==> src/design/ddd_pkg.sv <==
`timescale 1ns / 1ps

package ddd_pkg;

   // field widths
   localparam int DAY_W   = 5;
   localparam int MONTH_W = 4;
   localparam int YEAR_W  = 14;
   localparam int DOY_W   = 9;
   localparam int COUNT_W = 22;
   localparam int ACC_W   = 24;

   // largest year accepted as valid
   localparam int MAX_YEAR = 9999;
   localparam logic [15:0] YEAR_LIMIT = 16'(MAX_YEAR);

   // count saturation value
   localparam logic [ACC_W-1:0] COUNT_MAX = ACC_W'((1 << COUNT_W) - 1);

   // reciprocal of 100 for years below 2**14
   localparam logic [12:0] HUNDRED_RECIP = 13'd5243;
   localparam int RECIP_SHIFT = 19;

   // days in a common year
   localparam logic [ACC_W-1:0] COMMON_YEAR_DAYS = ACC_W'(365);

   // month numbers
   localparam logic [MONTH_W-1:0] JANUARY   = 4'd1;
   localparam logic [MONTH_W-1:0] FEBRUARY  = 4'd2;
   localparam logic [MONTH_W-1:0] MARCH     = 4'd3;
   localparam logic [MONTH_W-1:0] APRIL     = 4'd4;
   localparam logic [MONTH_W-1:0] MAY       = 4'd5;
   localparam logic [MONTH_W-1:0] JUNE      = 4'd6;
   localparam logic [MONTH_W-1:0] JULY      = 4'd7;
   localparam logic [MONTH_W-1:0] AUGUST    = 4'd8;
   localparam logic [MONTH_W-1:0] SEPTEMBER = 4'd9;
   localparam logic [MONTH_W-1:0] OCTOBER   = 4'd10;
   localparam logic [MONTH_W-1:0] NOVEMBER  = 4'd11;
   localparam logic [MONTH_W-1:0] DECEMBER  = 4'd12;

   // sequencer states
   typedef enum logic [2:0] {
      ST_IDLE,
      ST_CHECK_FIRST,
      ST_CHECK_SECOND,
      ST_ORDER,
      ST_YEARS,
      ST_FINISH
   } ddd_state_type;

   // controller to datapath commands
   typedef struct packed {
      logic load;
      logic check_first;
      logic check_second;
      logic order;
      logic step;
      logic emit;
   } ddd_cmd_type;

   // datapath to controller status
   typedef struct packed {
      logic invalid;
      logic year_done;
   } ddd_status_type;

   // gregorian leap test, century found by reciprocal multiply
   function automatic logic is_leap(input logic [YEAR_W-1:0] year);
      logic [26:0]       prod;
      logic [7:0]        cent;
      logic [YEAR_W-1:0] rem;
      prod = 27'(year) * 27'(HUNDRED_RECIP);
      cent = prod[26:RECIP_SHIFT];
      rem  = year - YEAR_W'(YEAR_W'(cent) * YEAR_W'(100));
      return ((year[1:0] == 2'b00) && (rem != '0)) ||
             ((rem == '0) && (cent[1:0] == 2'b00));
   endfunction

   // days in a month
   function automatic logic [DAY_W-1:0] month_length(input logic [MONTH_W-1:0] month,
                                                     input logic leap);
      logic [DAY_W-1:0] len;
      case (month)
         FEBRUARY:  len = leap ? 5'd29 : 5'd28;
         APRIL:     len = 5'd30;
         JUNE:      len = 5'd30;
         SEPTEMBER: len = 5'd30;
         NOVEMBER:  len = 5'd30;
         default:   len = 5'd31;
      endcase
      return len;
   endfunction

   // days of the year before the first of a month
   function automatic logic [DOY_W-1:0] days_before(input logic [MONTH_W-1:0] month);
      logic [DOY_W-1:0] days;
      case (month)
         JANUARY:   days = 9'd0;
         FEBRUARY:  days = 9'd31;
         MARCH:     days = 9'd59;
         APRIL:     days = 9'd90;
         MAY:       days = 9'd120;
         JUNE:      days = 9'd151;
         JULY:      days = 9'd181;
         AUGUST:    days = 9'd212;
         SEPTEMBER: days = 9'd243;
         OCTOBER:   days = 9'd273;
         NOVEMBER:  days = 9'd304;
         DECEMBER:  days = 9'd334;
         default:   days = 9'd0;
      endcase
      return days;
   endfunction

endpackage

==> src/design/ddd_ctrl.sv <==
`timescale 1ns / 1ps

module ddd_ctrl (
   input  logic                    clock,
   input  logic                    reset,
   input  logic                    req_tvalid,
   output logic                    req_tready,
   output logic                    rsp_tvalid,
   input  logic                    rsp_tready,
   output ddd_pkg::ddd_cmd_type    cmd,
   input  ddd_pkg::ddd_status_type status
);
   import ddd_pkg::*;

   ddd_state_type state_ff, state_in;
   logic          rsp_valid_ff, rsp_valid_in;

   // state and result valid registers
   always_ff @(posedge clock) begin
      if (reset) begin
         state_ff     <= ST_IDLE;
         rsp_valid_ff <= 1'b0;
      end else begin
         state_ff     <= state_in;
         rsp_valid_ff <= rsp_valid_in;
      end
   end

   // next state and commands
   always_comb begin
      state_in     = state_ff;
      cmd          = '0;
      req_tready   = 1'b0;
      rsp_valid_in = rsp_valid_ff;
      if (rsp_tready) begin
         rsp_valid_in = 1'b0;
      end
      case (state_ff)
         ST_IDLE: begin
            req_tready = 1'b1;
            if (req_tvalid) begin
               cmd.load = 1'b1;
               state_in = ST_CHECK_FIRST;
            end
         end
         ST_CHECK_FIRST: begin
            cmd.check_first = 1'b1;
            state_in        = ST_CHECK_SECOND;
         end
         ST_CHECK_SECOND: begin
            cmd.check_second = 1'b1;
            state_in         = ST_ORDER;
         end
         ST_ORDER: begin
            cmd.order = 1'b1;
            state_in  = status.invalid ? ST_FINISH : ST_YEARS;
         end
         ST_YEARS: begin
            if (status.year_done) begin
               state_in = ST_FINISH;
            end else begin
               cmd.step = 1'b1;
            end
         end
         ST_FINISH: begin
            // wait for the output register to free up
            if (!rsp_valid_ff || rsp_tready) begin
               cmd.emit     = 1'b1;
               rsp_valid_in = 1'b1;
               state_in     = ST_IDLE;
            end
         end
         default: begin
            state_in = ST_IDLE;
         end
      endcase
   end

   assign rsp_tvalid = rsp_valid_ff;

endmodule

==> src/design/ddd_datapath.sv <==
`timescale 1ns / 1ps

module ddd_datapath (
   input  logic                          clock,
   input  ddd_pkg::ddd_cmd_type          cmd,
   output ddd_pkg::ddd_status_type       status,
   input  logic [ddd_pkg::DAY_W-1:0]     first_day,
   input  logic [ddd_pkg::MONTH_W-1:0]   first_month,
   input  logic [ddd_pkg::YEAR_W-1:0]    first_year,
   input  logic [ddd_pkg::DAY_W-1:0]     second_day,
   input  logic [ddd_pkg::MONTH_W-1:0]   second_month,
   input  logic [ddd_pkg::YEAR_W-1:0]    second_year,
   output logic [ddd_pkg::COUNT_W-1:0]   day_count,
   output logic                          date_invalid
);
   import ddd_pkg::*;

   logic [DAY_W-1:0]   first_day_ff, second_day_ff;
   logic [MONTH_W-1:0] first_month_ff, second_month_ff;
   logic [YEAR_W-1:0]  first_year_ff, second_year_ff;
   logic               valid_ff, valid_in;
   logic [DOY_W-1:0]   doy_first_ff, doy_second_ff, doy_in;
   logic [ACC_W-1:0]   acc_ff, acc_in;
   logic [YEAR_W-1:0]  cur_year_ff, cur_year_in;
   logic [YEAR_W-1:0]  end_year_ff, end_year_in;
   logic [COUNT_W-1:0] count_ff, count_in;
   logic               invalid_ff;

   logic [DAY_W-1:0]   chk_day;
   logic [MONTH_W-1:0] chk_month;
   logic [YEAR_W-1:0]  leap_year;
   logic               leap;
   logic               date_ok;
   logic               first_later;

   // shared leap unit: date under check, else the walking year
   always_comb begin
      chk_day   = second_day_ff;
      chk_month = second_month_ff;
      leap_year = cur_year_ff;
      if (cmd.check_first) begin
         chk_day   = first_day_ff;
         chk_month = first_month_ff;
         leap_year = first_year_ff;
      end else if (cmd.check_second) begin
         leap_year = second_year_ff;
      end
      leap = is_leap(leap_year);
   end

   // validity and day of year of the date under check
   always_comb begin
      date_ok = (leap_year != '0) && ({2'b00, leap_year} <= YEAR_LIMIT) &&
                (chk_month != '0) && (chk_month <= DECEMBER) &&
                (chk_day != '0) && (chk_day <= month_length(chk_month, leap));
      doy_in  = days_before(chk_month) + DOY_W'(chk_day) +
                DOY_W'((chk_month > FEBRUARY) && leap);
      valid_in = cmd.check_first ? date_ok : (valid_ff & date_ok);
   end

   // ordering, year walk and output selection
   always_comb begin
      first_later = {first_year_ff, first_month_ff, first_day_ff} >
                    {second_year_ff, second_month_ff, second_day_ff};
      acc_in      = acc_ff;
      cur_year_in = cur_year_ff;
      end_year_in = end_year_ff;
      if (cmd.order) begin
         if (first_later) begin
            acc_in      = ACC_W'(doy_first_ff) - ACC_W'(doy_second_ff);
            cur_year_in = second_year_ff;
            end_year_in = first_year_ff;
         end else begin
            acc_in      = ACC_W'(doy_second_ff) - ACC_W'(doy_first_ff);
            cur_year_in = first_year_ff;
            end_year_in = second_year_ff;
         end
      end else if (cmd.step) begin
         acc_in      = acc_ff + COMMON_YEAR_DAYS + ACC_W'(leap);
         cur_year_in = cur_year_ff + YEAR_W'(1);
      end
      if (!valid_ff) begin
         count_in = '0;
      end else if (acc_ff > COUNT_MAX) begin
         count_in = COUNT_MAX[COUNT_W-1:0];
      end else begin
         count_in = acc_ff[COUNT_W-1:0];
      end
   end

   // datapath registers
   always_ff @(posedge clock) begin
      if (cmd.load) begin
         first_day_ff    <= first_day;
         first_month_ff  <= first_month;
         first_year_ff   <= first_year;
         second_day_ff   <= second_day;
         second_month_ff <= second_month;
         second_year_ff  <= second_year;
      end
      if (cmd.check_first) begin
         doy_first_ff <= doy_in;
      end
      if (cmd.check_second) begin
         doy_second_ff <= doy_in;
      end
      if (cmd.check_first || cmd.check_second) begin
         valid_ff <= valid_in;
      end
      acc_ff      <= acc_in;
      cur_year_ff <= cur_year_in;
      end_year_ff <= end_year_in;
      if (cmd.emit) begin
         count_ff   <= count_in;
         invalid_ff <= !valid_ff;
      end
   end

   assign status.invalid   = !valid_ff;
   assign status.year_done = (cur_year_ff == end_year_ff);
   assign day_count        = count_ff;
   assign date_invalid     = invalid_ff;

endmodule

==> src/design/date_difference_in_days_unit.sv <==
`timescale 1ns / 1ps
// channel   direction  handshake               payload
// req       in         req_tvalid/req_tready   two dates in req_tdata
// rsp       out        rsp_tvalid/rsp_tready   day count in rsp_tdata, flag in rsp_tuser
//
// one item at a time: after the date checks and ordering, a year walk adds one year length
// per cycle through one leap unit, from the earlier date's year up to the later one.
// an invalid date skips the walk.
// reset is synchronous and active high; it clears the sequencer and the result valid.
// a result waiting on rsp_tready does not block accepting the next item; that item
// finishes its work and then holds until the output register is free.

module date_difference_in_days_unit (
   input  logic        clock,
   input  logic        reset,
   input  logic        req_tvalid,
   output logic        req_tready,
   // first_day[4:0], first_month[8:5], first_year[22:9],
   // second_day[27:23], second_month[31:28], second_year[45:32], zeros[47:46]
   input  logic [47:0] req_tdata,
   output logic        rsp_tvalid,
   input  logic        rsp_tready,
   // day_count[21:0], zeros[23:22]
   output logic [23:0] rsp_tdata,
   // date_invalid[0]
   output logic [0:0]  rsp_tuser
);
   import ddd_pkg::*;

   ddd_cmd_type        cmd;
   ddd_status_type     status;
   logic [COUNT_W-1:0] day_count;
   logic               date_invalid;

   // sequencer
   ddd_ctrl u_ctrl (
      .clock      (clock),
      .reset      (reset),
      .req_tvalid (req_tvalid),
      .req_tready (req_tready),
      .rsp_tvalid (rsp_tvalid),
      .rsp_tready (rsp_tready),
      .cmd        (cmd),
      .status     (status)
   );

   // date checks, year walk and result register
   ddd_datapath u_datapath (
      .clock        (clock),
      .cmd          (cmd),
      .status       (status),
      .first_day    (req_tdata[4:0]),
      .first_month  (req_tdata[8:5]),
      .first_year   (req_tdata[22:9]),
      .second_day   (req_tdata[27:23]),
      .second_month (req_tdata[31:28]),
      .second_year  (req_tdata[45:32]),
      .day_count    (day_count),
      .date_invalid (date_invalid)
   );

   // result packing
   assign rsp_tdata = {2'b00, day_count};
   assign rsp_tuser = date_invalid;

endmodule

==> config.mk <==
export PLATFORM = sky130hd
export DESIGN_NAME = date_difference_in_days_unit
export DESIGN_NICKNAME = d
export VERILOG_FILES = /design/src/design/ddd_pkg.sv /design/src/design/ddd_ctrl.sv /design/src/design/ddd_datapath.sv /design/src/design/date_difference_in_days_unit.sv
export SDC_FILE = /design/constraint.sdc
export NUM_CORES = 1
export LEC_CHECK = 0
export BUFFER_PORTS_ARGS = -buffer_cell sky130_fd_sc_hd__buf_2
export CORE_UTILIZATION = 30
export CTS_BUF_LIST = sky130_fd_sc_hd__clkbuf_4 sky130_fd_sc_hd__clkbuf_8
export CTS_CLUSTER_SIZE = 24
export DETAILED_ROUTE_END_ITERATION = 16
export SYNTH_ARGS = -nofsm -noshare
export SYNTH_HDL_FRONTEND = slang
export SYNTH_HIERARCHICAL = 1
export SYNTH_SLANG_ARGS = --single-unit
==> constraint.sdc <==
create_clock -name clock -period 14.25 [get_ports clock]
set_input_delay 1.425 -clock clock [delete_from_list [all_inputs] [get_ports clock]]
set_output_delay 1.425 -clock clock [all_outputs]
set_load 0.05 [all_outputs]
==> results.yml <==
routing:
  num_vias: 9960
  ant_nets: 0
  drtIter0Drc: 608
  viasPerCell: 4.85
  post_drt_wl_per_cell_um: 15.2
  drt_wl_total_um: 31200
  drc: 0
  drt_first_pass_iters: 5
cts:
  h-tree-depth: 4
  cts-root-buf: "clkbuf_8"
  cts_tree: "built"
  cts_buffer_depth: 2
  numCtsBuffers: 17
  clock_sinks: 144
  clkTransAtPathRegs_ns: 0.09
  clk_latency_ns: 0.48
synth:
  synth.avg_cell_area_um2: 9.91
  yosysWarnings: 6
  async_flop_share: 0
  synth_cells: 1376
  ys_types: 85
  synth_seq_cells: 144
  synth_edf_count: 140
  synth_area_um2: 13600
  synth_seq_area_share: 0.314
  synthFlopType: "edfxtp_1"
critical_path:
  end_kind: "flop"
  slowest_stage: "fa_1"
  crit_start: "u_ctrl/state_ff[2]"
  path_max_fanout: 25
  path_buf_inv: 9
  arrival_ns: 13.55
  rrSetupSlack_ns: 0.92
  crit_family: "adder cells"
  max_stage_delay_ns: 0.53
  cp.required_ns: 14.48
  crit_type: "reg2reg"
  start_kind: "flop"
  r2r-start: "u_ctrl/state_ff[2]"
grt:
  grt-ovfl-total: 0
  grt_pass1_vias: 9802
  grt_pass1_wl_um: 50700
  grt_max_degree: 56
  track_usage: 0.137
  antenna_found_initial: 0
cells_and_area:
  syn_to_final_growth_pct: 11.2
  nets: 1773
  regArea_um2: 4290
  fill_cells: 4577
  stdcell_count: 2053
  n_antenna_cell: 0
  layout-drive-gt1-share: 0.118
  post-route-util: 0.341
  multi_input_area_um2: 8430
sta:
  finalWorstSetupSlack_ns: 0.923
  hold_viol: 0
  fin_skew_ns: 0.0126
  relSlewSlack: 0.218
  maxSlewViolCount: 0
  finalCritPeriodShare: 0.935
  holdWs_ns: 0.546
  tightest_slew_ns: 1.17
  setup_violations: 0
  period_needed_ns: 13.33
  timing.fmax_ghz: 0.0750
job:
  max_cap_viol_count: 0
floorplanning:
  initial_utilization: 0.306
  die_x_um: 215
  core_area_um2: 44500
  die-area_um2: 46300
  io_pins: 79
  rows: 77
  die_y_um: 215
place:
  port_buffers: 74
  hpwl_um: 24800
  dp.cells: 2008
  gp_congestion: 0.864
  preCtsSetupSlack_ns: 0.591
hold_path:
  min_path_type: "reg2reg"
  hold_start: "u_ctrl/rsp_tvalid"
status:
  outcome: "finished, final reports clean"
-- routing by layer --
| layer | wire length (um) | part of all wire | up-vias | track usage |
|---|---|---|---|---|
| li1 | - | - | 4927 | - |
| met1 | 15200 | 0.49 | 4771 | 0.192 |
| met2 | 13900 | 0.44 | 225 | 0.214 |
| met3 | 1450 | 0.046 | 37 | 0.0231 |
| met4 | 697 | 0.022 | 0 | 0.0470 |
| met5 | 0 | 0 | - | 0 |
-- repair_timing --
action                                  CTS  global route
setup buffers                             0            13
gates resized for setup                   0            11
hold buffers                              0             0
endpoints found under the setup margin    0            11
endpoints found under the hold margin     0             0
-- cells in the mapped netlist (all sizes together) (4+ instances only) --
cell type	instances	area (um2)
nand3	37	185
a211oi	6	45.0
clkbuf	31	118
a31oi	5	31.3
xor2	34	298
ha	203	2540
dfxtp	4	80.1
nor3b	4	30.0
and3	12	76.3
nand2	81	304
and2	4	25.0
o211ai	12	90.1
edfxtp	140	4200
fa	70	1400
mux2i	35	350
a211o	4	36.3
a21oi	82	429
xnor2	44	385
a21o	17	128
nor4	6	52.6
o21a	22	165
nand4	19	119
inv	194	731
nand2b	13	83.8
o21bai	5	37.5
or2	7	43.8
mux2	7	82.6
nor3	23	125
buf	14	109
nor2	103	387
o21ai	66	342
nor2b	14	87.6
a21boi	6	45.0
-- placed cells by master (no fill, tap or decap), types with 6 or more instances in the layout --
cell type / Yosys / final
fa_1: 70 / 70
o21a_1: 22 / 19
xnor2_1: 44 / 44
ha_1: 203 / 203
o211ai_1: 12 / 12
nand3_1: 37 / 37
edfxtp_1: 140 / 140
nand4_1: 19 / 19
a211oi_1: 6 / 6
nor2b_1: 14 / 13
a21o_1: 17 / 17
nor2_1: 103 / 101
mux2i_1: 35 / 35
inv_1: 192 / 188
nand2_1: 81 / 81
clkbuf_8: 0 / 18
buf_2: 3 / 74
o21ai_0: 60 / 59
a21oi_1: 79 / 79
xor2_1: 34 / 34
nand2b_1: 12 / 12
and3_1: 11 / 11
buf_4: 6 / 21
nor3_1: 21 / 21
o21ai_1: 5 / 6
-- worst min-delay path, delay by kind of cell (launching register included) --
kind             cells  cell delay, ns
flip-flops           1            0.33
AND/OR/NAND/NOR      1            0.11
AO/OA/AOI/OAI        1            0.07
-- path summary, 6_finish.rpt --
check / to / depth (start not counted)
setup / recovery: u_datapath/doy_second_ff[8] / 56
hold / removal: u_ctrl/rsp_tvalid / 2
setup reg to reg: u_datapath/doy_second_ff[8] / 56
hold reg to reg: u_ctrl/rsp_tvalid / 2
-- kinds of logic after synthesis --
kind of cell / count (synthesis) / synth area share
mux: 42 / 0.0318
xor+xnor: 78 / 0.0501
flops: 144 / 0.314
simple gates: 338 / 0.120
buf+inv: 239 / 0.0702
compound gates: 261 / 0.124
other cells: 1 / 0.000275
fa+ha+maj: 273 / 0.289
-- sequential cells by signal (all words and copies together) (netlist names) --
signal / flops
u_datapath/day_count: 22
u_ctrl/rsp_tvalid: 1
u_datapath/cur_year_ff: 14
u_datapath/second_year_ff: 14
u_datapath/end_year_ff: 14
u_datapath/first_month_ff: 4
u_datapath/acc_ff: 24
u_datapath/doy_second_ff: 9
u_datapath/first_year_ff: 14
u_datapath/valid_ff: 1
u_ctrl/state_ff: 3
u_datapath/second_day_ff: 5
u_datapath/first_day_ff: 5
u_datapath/date_invalid: 1
u_datapath/doy_first_ff: 9
u_datapath/second_month_ff: 4
-- final cells by class --
class | instances | area share
Inverter | 194 | 0.0490
Tap cell | 592 | 0.0489
Sequential cell | 144 | 0.283
Timing Repair Buffer | 97 | 0.0371
Clock buffer | 18 | 0.0159
Clock inverter | 14 | 0.0102
Multi-Input combinational cell | 994 | 0.556
-- through the flow --
| stage | TNS [ns] | cell area [um2] |
|---|---|---|
| finish | 0 | 15200 |
| detailed placement | 0 | 14600 |
| CTS | 0 | 15000 |
| floorplan | 0 | 13600 |
| global placement | 0 | 14600 |
| global route | -0.0384 | 15200 |
Power is left out: the tool's default activity adds up to more than one toggle a clock period on the data nets, which glitch-free logic cannot reach.
